File: config.mk
export PLATFORM = sky130hd
export DESIGN_NAME = detection_box_rescale_filter_flat
export DESIGN_NICKNAME = d
export VERILOG_FILES = /design/src/rtl/dbrf_pkg.sv /design/src/rtl/dbrf_if.sv /design/src/rtl/detection_box_rescale_filter.sv /design/src/flat_wrapper.sv
export SDC_FILE = /design/constraint.sdc
export NUM_CORES = 2
export LEC_CHECK = 0
export ABC_CLOCK_PERIOD_IN_PS = 41000
export BUFFER_PORTS_ARGS = -buffer_cell sky130_fd_sc_hd__buf_2
export CAP_MARGIN = 20
export CORE_UTILIZATION = 30
export CTS_CLUSTER_SIZE = 40
export DETAILED_ROUTE_END_ITERATION = 10
export PLACE_DENSITY_LB_ADDON = 0.12
export SYNTH_ARGS = -nofsm -noshare
export SYNTH_HDL_FRONTEND = slang
export SYNTH_SLANG_ARGS = --single-unit
File: constraint.sdc
create_clock -name clk -period 41 [get_ports clk]
set_clock_uncertainty 0.15 [all_clocks]
set_input_delay 4.1 -clock clk [delete_from_list [all_inputs] [get_ports clk]]
set_output_delay 4.1 -clock clk [all_outputs]
set_load 0.01 [all_outputs]
File: src/rtl/dbrf_pkg.sv
// shared types, widths and register codes for the detection box rescale filter
`default_nettype none

package dbrf_pkg;

  localparam int COORD_W         = 16;
  localparam int SCORE_W         = 16;
  localparam int CLASS_W         = 10;
  localparam int PIX_W           = 12;
  localparam int PAD_W           = 11;
  localparam int INV_W           = 16;
  localparam int COUNT_W         = 10;
  localparam int CFG_ADDR_W      = 5;
  localparam int CFG_DATA_W      = 32;
  localparam int MAX_KEPT        = 512;
  localparam int COORD_FRAC_BITS = 4;
  localparam int SCALE_FRAC_BITS = 12;
  localparam int PIX_SHIFT       = COORD_FRAC_BITS + SCALE_FRAC_BITS;
  localparam int DIFF_W          = COORD_W + 2;
  localparam int PROD_W          = DIFF_W + INV_W + 1;

  localparam logic [SCORE_W-1:0] SCORE_THRESHOLD_RST = 16'd16384;
  localparam logic [COUNT_W-1:0] DETECTION_LIMIT_RST = 10'd300;
  localparam logic [INV_W-1:0]   INVERSE_SCALE_RST   = 16'd4096;
  localparam logic [PIX_W-1:0]   IMAGE_WIDTH_RST     = 12'd640;
  localparam logic [PIX_W-1:0]   IMAGE_HEIGHT_RST    = 12'd480;

  typedef enum logic [2:0] {
    REG_SCORE_THRESHOLD = 3'd0,
    REG_DETECTION_LIMIT = 3'd1,
    REG_INVERSE_SCALE   = 3'd2,
    REG_PAD_LEFT        = 3'd3,
    REG_PAD_TOP         = 3'd4,
    REG_IMAGE_WIDTH     = 3'd5,
    REG_IMAGE_HEIGHT    = 3'd6
  } reg_idx_t;

  typedef logic signed [COORD_W-1:0] coord_t;
  typedef logic [PIX_W-1:0]          pix_t;
  typedef logic [SCORE_W-1:0]        score_t;
  typedef logic [CLASS_W-1:0]        class_t;
  typedef logic [COUNT_W-1:0]        count_t;
  typedef logic signed [PROD_W-1:0]  prod_t;

endpackage

`default_nettype wire

File: src/rtl/dbrf_if.sv
// box input and box result channel interfaces
`default_nettype none

interface dbrf_in_if;
  import dbrf_pkg::*;
  logic   valid;
  logic   ready;
  coord_t raw_x1;
  coord_t raw_y1;
  coord_t raw_x2;
  coord_t raw_y2;
  score_t score_in;
  class_t class_in;
  logic   last_box;

  modport source (output valid, raw_x1, raw_y1, raw_x2, raw_y2, score_in, class_in,
                  last_box, input ready);
  modport sink (input valid, raw_x1, raw_y1, raw_x2, raw_y2, score_in, class_in,
                last_box, output ready);
endinterface

interface dbrf_out_if;
  import dbrf_pkg::*;
  logic   valid;
  logic   ready;
  logic   box_valid;
  pix_t   x_left;
  pix_t   y_top;
  pix_t   x_right;
  pix_t   y_bottom;
  score_t score_out;
  class_t class_out;
  logic   frame_done;
  count_t kept_total;

  modport source (output valid, box_valid, x_left, y_top, x_right, y_bottom, score_out,
                  class_out, frame_done, kept_total, input ready);
  modport sink (input valid, box_valid, x_left, y_top, x_right, y_bottom, score_out,
                class_out, frame_done, kept_total, output ready);
endinterface

`default_nettype wire

File: src/rtl/detection_box_rescale_filter.sv
// letterbox box rescale, clip, score, zero-area and detection-limit filter and per-frame box count
// throughput: one item per cycle unless box_out holds ready low; stages are
// input register, product register (four 18x17 multiplies) and result
// register, each loads when the next one frees
// synchronous reset clears valid bits, the frame count and all config registers
// to their defaults; payload registers are not reset
`default_nettype none

module detection_box_rescale_filter (
  input  wire logic                             clk,
  input  wire logic                             rst,
  dbrf_in_if.sink                               box_in,
  dbrf_out_if.source                            box_out,
  input  wire logic                             psel,
  input  wire logic                             penable,
  input  wire logic                             pwrite,
  input  wire logic [dbrf_pkg::CFG_ADDR_W-1:0]  paddr,
  input  wire logic [dbrf_pkg::CFG_DATA_W-1:0]  pwdata,
  output logic      [dbrf_pkg::CFG_DATA_W-1:0]  prdata,
  output logic                                  pready
);
  import dbrf_pkg::*;

  // config registers
  score_t             score_threshold;
  count_t             detection_limit;
  logic [INV_W-1:0]   inverse_scale;
  logic [PAD_W-1:0]   pad_left;
  logic [PAD_W-1:0]   pad_top;
  pix_t               image_width;
  pix_t               image_height;

  reg_idx_t           cfg_idx;
  logic               cfg_write;

  assign pready    = 1'b1;
  assign cfg_idx   = reg_idx_t'(paddr[CFG_ADDR_W-1:2]);
  assign cfg_write = psel && penable && pwrite;

  always_ff @(posedge clk) begin
    if (rst) begin
      score_threshold <= SCORE_THRESHOLD_RST;
      detection_limit <= DETECTION_LIMIT_RST;
      inverse_scale   <= INVERSE_SCALE_RST;
      pad_left        <= '0;
      pad_top         <= '0;
      image_width     <= IMAGE_WIDTH_RST;
      image_height    <= IMAGE_HEIGHT_RST;
    end else if (cfg_write) begin
      unique case (cfg_idx)
        REG_SCORE_THRESHOLD: score_threshold <= pwdata[SCORE_W-1:0];
        REG_DETECTION_LIMIT: detection_limit <= pwdata[COUNT_W-1:0];
        REG_INVERSE_SCALE:   inverse_scale   <= pwdata[INV_W-1:0];
        REG_PAD_LEFT:        pad_left        <= pwdata[PAD_W-1:0];
        REG_PAD_TOP:         pad_top         <= pwdata[PAD_W-1:0];
        REG_IMAGE_WIDTH:     image_width     <= pwdata[PIX_W-1:0];
        REG_IMAGE_HEIGHT:    image_height    <= pwdata[PIX_W-1:0];
        default: ;
      endcase
    end
  end

  always_comb begin
    unique case (cfg_idx)
      REG_SCORE_THRESHOLD: prdata = CFG_DATA_W'(score_threshold);
      REG_DETECTION_LIMIT: prdata = CFG_DATA_W'(detection_limit);
      REG_INVERSE_SCALE:   prdata = CFG_DATA_W'(inverse_scale);
      REG_PAD_LEFT:        prdata = CFG_DATA_W'(pad_left);
      REG_PAD_TOP:         prdata = CFG_DATA_W'(pad_top);
      REG_IMAGE_WIDTH:     prdata = CFG_DATA_W'(image_width);
      REG_IMAGE_HEIGHT:    prdata = CFG_DATA_W'(image_height);
      default:             prdata = '0;
    endcase
  end

  // (raw - pad) * inverse_scale, exact
  function automatic prod_t scale_corner(coord_t raw, logic [PAD_W-1:0] pad,
                                         logic [INV_W-1:0] inv);
    logic signed [DIFF_W-1:0] d;
    logic signed [INV_W:0]    k;
    d = DIFF_W'(raw) - DIFF_W'($signed({1'b0, pad, {COORD_FRAC_BITS{1'b0}}}));
    k = $signed({1'b0, inv});
    return PROD_W'(d) * PROD_W'(k);
  endfunction

  // clamp to [0, limit] and round half up to a pixel
  function automatic pix_t to_pixel(prod_t prod, pix_t limit);
    logic [PROD_W-2:0] top;
    logic [PROD_W-2:0] mag;
    logic [PROD_W-2:0] cl;
    logic [PROD_W-2:0] sum;
    top = (PROD_W-1)'(limit) << PIX_SHIFT;
    mag = prod[PROD_W-2:0];
    if (prod[PROD_W-1]) begin
      cl = '0;
    end else if (mag > top) begin
      cl = top;
    end else begin
      cl = mag;
    end
    sum = cl + ((PROD_W-1)'(1) << (PIX_SHIFT - 1));
    return sum[PIX_SHIFT +: PIX_W];
  endfunction

  // handshake chain
  logic out_valid;
  logic s1_valid;
  logic s2_valid;
  logic out_free;
  logic s2_free;
  logic s1_free;
  logic in_take;
  logic s2_go;

  assign out_free     = !out_valid || box_out.ready;
  assign s2_free      = !s2_valid || out_free;
  assign s1_free      = !s1_valid || s2_free;
  assign box_in.ready = s1_free;
  assign in_take      = box_in.valid && s1_free;
  assign s2_go        = s2_valid && out_free;

  // input register
  coord_t s1_x1, s1_y1, s1_x2, s1_y2;
  score_t s1_score;
  class_t s1_class;
  logic   s1_last;

  always_ff @(posedge clk) begin
    if (rst) begin
      s1_valid <= 1'b0;
    end else if (s1_free) begin
      s1_valid <= box_in.valid;
    end
  end

  always_ff @(posedge clk) begin
    if (in_take) begin
      s1_x1    <= box_in.raw_x1;
      s1_y1    <= box_in.raw_y1;
      s1_x2    <= box_in.raw_x2;
      s1_y2    <= box_in.raw_y2;
      s1_score <= box_in.score_in;
      s1_class <= box_in.class_in;
      s1_last  <= box_in.last_box;
    end
  end

  // product register
  prod_t  s2_px1, s2_py1, s2_px2, s2_py2;
  score_t s2_score;
  class_t s2_class;
  logic   s2_last;
  logic   s2_score_ok;

  always_ff @(posedge clk) begin
    if (rst) begin
      s2_valid <= 1'b0;
    end else if (s2_free) begin
      s2_valid <= s1_valid;
    end
  end

  always_ff @(posedge clk) begin
    if (s1_valid && s2_free) begin
      s2_px1      <= scale_corner(s1_x1, pad_left, inverse_scale);
      s2_py1      <= scale_corner(s1_y1, pad_top, inverse_scale);
      s2_px2      <= scale_corner(s1_x2, pad_left, inverse_scale);
      s2_py2      <= scale_corner(s1_y2, pad_top, inverse_scale);
      s2_score    <= s1_score;
      s2_class    <= s1_class;
      s2_last     <= s1_last;
      s2_score_ok <= s1_score >= score_threshold;
    end
  end

  // clamp, round, order and keep decision
  pix_t   xa, ya, xb, yb;
  pix_t   x_lo, x_hi, y_lo, y_hi;
  count_t limit_eff;
  count_t kept_count;
  count_t kept_count_next;
  count_t total;
  logic   kept;

  always_comb begin
    xa   = to_pixel(s2_px1, image_width);
    ya   = to_pixel(s2_py1, image_height);
    xb   = to_pixel(s2_px2, image_width);
    yb   = to_pixel(s2_py2, image_height);
    x_lo = (xa > xb) ? xb : xa;
    x_hi = (xa > xb) ? xa : xb;
    y_lo = (ya > yb) ? yb : ya;
    y_hi = (ya > yb) ? ya : yb;
    limit_eff = (detection_limit > COUNT_W'(MAX_KEPT)) ? COUNT_W'(MAX_KEPT)
                                                       : detection_limit;
    kept  = (kept_count < limit_eff) && s2_score_ok && (x_lo != x_hi) && (y_lo != y_hi);
    total = kept ? kept_count + COUNT_W'(1) : kept_count;
    kept_count_next = s2_last ? '0 : total;
  end

  always_ff @(posedge clk) begin
    if (rst) begin
      kept_count <= '0;
    end else if (s2_go) begin
      kept_count <= kept_count_next;
    end
  end

  // result register
  always_ff @(posedge clk) begin
    if (rst) begin
      out_valid <= 1'b0;
    end else if (out_free) begin
      out_valid <= s2_valid && (kept || s2_last);
    end
  end

  always_ff @(posedge clk) begin
    if (s2_go) begin
      box_out.box_valid  <= kept;
      box_out.x_left     <= kept ? x_lo : '0;
      box_out.y_top      <= kept ? y_lo : '0;
      box_out.x_right    <= kept ? x_hi : '0;
      box_out.y_bottom   <= kept ? y_hi : '0;
      box_out.score_out  <= kept ? s2_score : '0;
      box_out.class_out  <= kept ? s2_class : '0;
      box_out.frame_done <= s2_last;
      box_out.kept_total <= total;
    end
  end

  assign box_out.valid = out_valid;

endmodule

`default_nettype wire
File: src/flat_wrapper.sv
// flat-port wrapper written by rule: the top's interface ports become plain ports
module detection_box_rescale_filter_flat import dbrf_pkg::*;
  (clk, rst, psel, penable, pwrite, paddr, pwdata, prdata, pready, box_in_valid, box_in_raw_x1, box_in_raw_y1, box_in_raw_x2, box_in_raw_y2, box_in_score_in, box_in_class_in, box_in_last_box, box_in_ready, box_out_valid, box_out_box_valid, box_out_x_left, box_out_y_top, box_out_x_right, box_out_y_bottom, box_out_score_out, box_out_class_out, box_out_frame_done, box_out_kept_total, box_out_ready);
  dbrf_in_if box_in_i ();
  dbrf_out_if box_out_i ();
  input  wire logic clk;
  input  wire logic rst;
  input  wire logic psel;
  input  wire logic penable;
  input  wire logic pwrite;
  input  wire logic [dbrf_pkg::CFG_ADDR_W-1:0] paddr;
  input  wire logic [dbrf_pkg::CFG_DATA_W-1:0] pwdata;
  output logic      [dbrf_pkg::CFG_DATA_W-1:0] prdata;
  output logic pready;
  input wire logic [$bits(box_in_i.valid)-1:0] box_in_valid;
  input wire logic [$bits(box_in_i.raw_x1)-1:0] box_in_raw_x1;
  input wire logic [$bits(box_in_i.raw_y1)-1:0] box_in_raw_y1;
  input wire logic [$bits(box_in_i.raw_x2)-1:0] box_in_raw_x2;
  input wire logic [$bits(box_in_i.raw_y2)-1:0] box_in_raw_y2;
  input wire logic [$bits(box_in_i.score_in)-1:0] box_in_score_in;
  input wire logic [$bits(box_in_i.class_in)-1:0] box_in_class_in;
  input wire logic [$bits(box_in_i.last_box)-1:0] box_in_last_box;
  output wire logic [$bits(box_in_i.ready)-1:0] box_in_ready;
  output wire logic [$bits(box_out_i.valid)-1:0] box_out_valid;
  output wire logic [$bits(box_out_i.box_valid)-1:0] box_out_box_valid;
  output wire logic [$bits(box_out_i.x_left)-1:0] box_out_x_left;
  output wire logic [$bits(box_out_i.y_top)-1:0] box_out_y_top;
  output wire logic [$bits(box_out_i.x_right)-1:0] box_out_x_right;
  output wire logic [$bits(box_out_i.y_bottom)-1:0] box_out_y_bottom;
  output wire logic [$bits(box_out_i.score_out)-1:0] box_out_score_out;
  output wire logic [$bits(box_out_i.class_out)-1:0] box_out_class_out;
  output wire logic [$bits(box_out_i.frame_done)-1:0] box_out_frame_done;
  output wire logic [$bits(box_out_i.kept_total)-1:0] box_out_kept_total;
  input wire logic [$bits(box_out_i.ready)-1:0] box_out_ready;
  assign box_in_i.valid = box_in_valid;
  assign box_in_i.raw_x1 = box_in_raw_x1;
  assign box_in_i.raw_y1 = box_in_raw_y1;
  assign box_in_i.raw_x2 = box_in_raw_x2;
  assign box_in_i.raw_y2 = box_in_raw_y2;
  assign box_in_i.score_in = box_in_score_in;
  assign box_in_i.class_in = box_in_class_in;
  assign box_in_i.last_box = box_in_last_box;
  assign box_in_ready = box_in_i.ready;
  assign box_out_valid = box_out_i.valid;
  assign box_out_box_valid = box_out_i.box_valid;
  assign box_out_x_left = box_out_i.x_left;
  assign box_out_y_top = box_out_i.y_top;
  assign box_out_x_right = box_out_i.x_right;
  assign box_out_y_bottom = box_out_i.y_bottom;
  assign box_out_score_out = box_out_i.score_out;
  assign box_out_class_out = box_out_i.class_out;
  assign box_out_frame_done = box_out_i.frame_done;
  assign box_out_kept_total = box_out_i.kept_total;
  assign box_out_i.ready = box_out_ready;
  detection_box_rescale_filter u_core (.clk(clk), .rst(rst), .box_in(box_in_i), .box_out(box_out_i), .psel(psel), .penable(penable), .pwrite(pwrite), .paddr(paddr), .pwdata(pwdata), .prdata(prdata), .pready(pready));
endmodule
==> results.md <==
* Leak at 34.11 nW
* CP peak stage delay at 0.72 ns
* R2R Path Start: u_core.pad_left[0]$_SDFFE_PP0P_
* Clk_lat worst skew at 0.73 ns
* CP Class: in -> out
* Simple-gate portion of the synthesized area at 0.1529
* Hold Path Cell Cnt at 0
* Syn Area/Cell at 9.323 um^2
* Initial antenna violation count at 22
* #FFs+latches synth at 442
* Vias in the first global route at 50620
* Max-slew violations at 0
* Worst min path class: reg -> reg
* Clock slew at reported path FFs at 0.06 ns
* CP endpoint kind: output pin
* Crit path top cell by count: buf_2
* Critical Path Source: paddr[3]
* Clock Tree Root: clkbuf_16
* Async SR Flop Fraction at 0
* Comb power frac at 0.292
* Area of the core at 0.2202 mm^2
* CP Max Fanout at 44
* Wire per inst at 19.89 um
* Routed Antenna Nets at 0
* Total power at 1.525 mW
* Data required time of the critical path at 36.75 ns
* RSZ-0062 raised after global routing: no
* Total number of H-tree levels at 2
* Main combinational cell family by area after synthesis: adder cells
* Post-CTS Resized at 0
* CP max-delay cell: buf_2
* FF-to-FF End: u_core.s2_px2[33]$_DFFE_PP_
* Hpwl dp at 159000 um
* I/O pin cnt at 256
* DR iter-0 viols at 2784
* Post-Synthesis Cells at 7142
* Layout Nets at 8922
* Seq pwr share at 0.356
* Mux share of post-synthesis cell area at 0.02310
* Setup tns final at 0 ns
* Met2 routed wirelength at approximately 94000 um
* Compound-gate portion of the synthesized area at 0.07928
* I/O Buffers at 220
* Wire length on met3 at 8360 um
* Worst hold start: u_core.s1_class[4]$_DFFE_PP_
* CTS buffer count at 58
* Site row count at 172
* First-pass GRT wire length at 312300 um
* Initial core utilization at 0.3024
* Vias per inst at 4.724
* Yosys cell types at 87
* Final cycle utilization of the critical path at 0.2526
* Pwr dens at roughly 21 mW/mm^2
* Die width at between 400 and 500 um
* Ys Warns at 0
* Area Growth Syn to Fin at 9.593%
* Pint at 0.9834 mW
* Most frequent cells in the layout: inv_1 (1505), fa_1 (1095), nand2_1 (773)
* Final setup fails at 0
* Worst EP arrival at slightly above 6 ns
* Top_reg_cell synth: edfxtp_1
* Max layer used: met5
* Post-synth EDFFs at 341
* Final WL at 203000 um
* GRT overflow at 0
* DRT met1 WL at 94370 um
* Flop2flop setup slack at 30.75 ns
* Area share of fa/ha/maj cells after synthesis at 0.4247
* Layout cell share with drive strength beyond 1 at 0.07136
* CP startpoint kind: primary input
* R2R depth at 30
* Outcome: finished clean
* Die area at 0.2238 mm^2
* XOR/XNOR share of the synthesized area at 0.03052
* Period minus WS final at 10.36 ns
* Vias after detailed routing at 48210
* CTS tree: built
* Sequential-to-total area share from yosys stat at 0.1842
* Clk sinks at 442
* CTS Buffer Depth at 3
* Pre-Repair DR Iteration Count at 5
* Post-CTS setup buffers at 0
* CP cell instances: buf_2 -> nor2b_1 -> a21oi_1 -> o21ai_0 -> buf_2
* Gr usage total at 0.1846
* Worst Max-Slew Pin Slew at about 1.2 ns
* Largest net degree at the start of global routing at 91
* Psw at 0.5410 mW
* Clk network pwr share at 0.352
* Final Wtd Congestion at 0.8279
* Post-cts hold buffer count at 0
* Sw Share at 0.3549
* Fmax at about 0.097 GHz
* Hold endpoint: u_core.s2_class[4]$_DFFE_PP_
* Max Cap Violations at 0
* Commonest non-fill, non-tap cell in the layout: inv_1
* Cell area after synthesis at 0.06658 mm^2
* VDD IR max at 0.03531 mV
* Number of remaining DRC errors at 0
* Chip height at 473.1 um
* Final Hold Vio Count at 0
* Worst rel slew slack at 0.1889
## synth_stat cells, types with 31 or more instances
cell type,n,area [um^2]
a21o_1,100,750.7
a21oi_1,273,1366
and2_1,407,2546
and3_1,55,344.1
clkbuf_1,292,1096
dfxtp_1,101,2022
edfxtp_1,341,10240
fa_1,1095,21920
ha_1,497,6218
inv_1,1507,5657
mux2_2,37,416.7
mux2i_1,94,940.9
nand2_1,773,2902
nand2b_1,180,1126
nand3_1,99,495.5
nor2_1,266,998.5
nor2b_1,86,538.0
nor3_1,58,290.3
o211ai_1,31,232.7
o21a_1,38,285.3
o21ai_0,156,780.8
xnor2_1,191,1673
xor2_1,41,359.1
## state kept, by name, indices dropped and copies added (netlist names), 11 cells and up
register / flops
u_core.s2_px1: 34
u_core.s2_px2: 34
u_core.s2_py1: 34
u_core.s2_py2: 34
u_core.box_out.score_out: 16
u_core.inverse_scale: 16
u_core.s1_score: 16
u_core.s1_x1: 16
u_core.s1_x2: 16
u_core.s1_y1: 16
u_core.s1_y2: 16
u_core.s2_score: 16
u_core.score_threshold: 16
u_core.box_out.x_left: 12
u_core.box_out.x_right: 12
u_core.box_out.y_bottom: 12
u_core.box_out.y_top: 12
u_core.image_height: 12
u_core.image_width: 12
u_core.pad_left: 11
u_core.pad_top: 11
## layer usage
metal / up-vias / track usage
li1: 22370 / -
met1: 24730 / 0.2557
met2: 940 / 0.3032
met3: 175 / 0.02027
met4: 2 / 0.05149
met5: - / 0
## power groups by stage
| stage | combinational, mW | sequential (mW) | clock (mW) |
|---|---|---|---|
| floorplan | 0.303 | 0.541 | 0 |
| global placement | 0.449 | 0.552 | 0 |
| detailed placement | 0.452 | 0.552 | 0 |
| CTS | 0.454 | 0.543 | 0.556 |
| global route | 0.505 | 0.545 | 0.570 |
| finish | 0.446 | 0.543 | 0.536 |
## layout make-up
type / count / area (um^2)
antenna: 2 / 5.005
clock buffer: 71 / 1572
clock inverter: 39 / 410.4
fill: 22810 / 147200
inverter: 1509 / 5665
multi-input combinational: 4873 / 47500
sequential: 442 / 12300
tap: 2958 / 3701
timing repair buffer: 311 / 1819
## cells by family after synthesis
kind of cell / count (synthesis)
buffers and inverters: 1842
DFF: 442
xor gates and xnor gates: 232
and+or+nand+nor: 2057
other: 2
AOI/OAI and AO/OA: 822
adders and majority gates: 1606
muxes: 139
## critical path, delay by kind of cell
| kind | cells | cell delay (ns) |
|---|---|---|
| and+or+nand+nor | 1 | 0.45 |
| buffers and inverters | 2 | 0.96 |
| AOI/OAI and AO/OA | 2 | 0.58 |
## metrics by stage
step | hold WS [ns] | cell area, um^2 | setup slack, ns | util | std cells
floorplan | 0.2503 | 66640 | 23.91 | - | 7157
global placement | 0.2532 | 70910 | 30.70 | 0.3221 | 10090
detailed placement | 0.2554 | 70940 | 30.69 | 0.3222 | 10090
CTS | 0.2686 | 72920 | 30.69 | 0.3312 | 10200
global route | 0.2788 | 72970 | 30.15 | 0.3314 | 10200
finish | 0.2683 | 72970 | 30.64 | 0.3314 | 10210
## how the worst max path moves through the flow
| stage | end | slack, ns | cells after the start |
|---|---|---|---|
| global route | u_core.s2_py2[26]$_DFFE_PP_ | 30.15 | 30 |
| finish | prdata[8] | 30.64 | 5 |
| global placement | prdata[8] | 30.70 | 5 |
| detailed placement | prdata[8] | 30.69 | 5 |
| CTS | prdata[8] | 30.69 | 5 |
| floorplan | u_core.s2_class[0]$_DFFE_PP_ | 23.91 | 2 |
(Power assumes the default switching activity.)
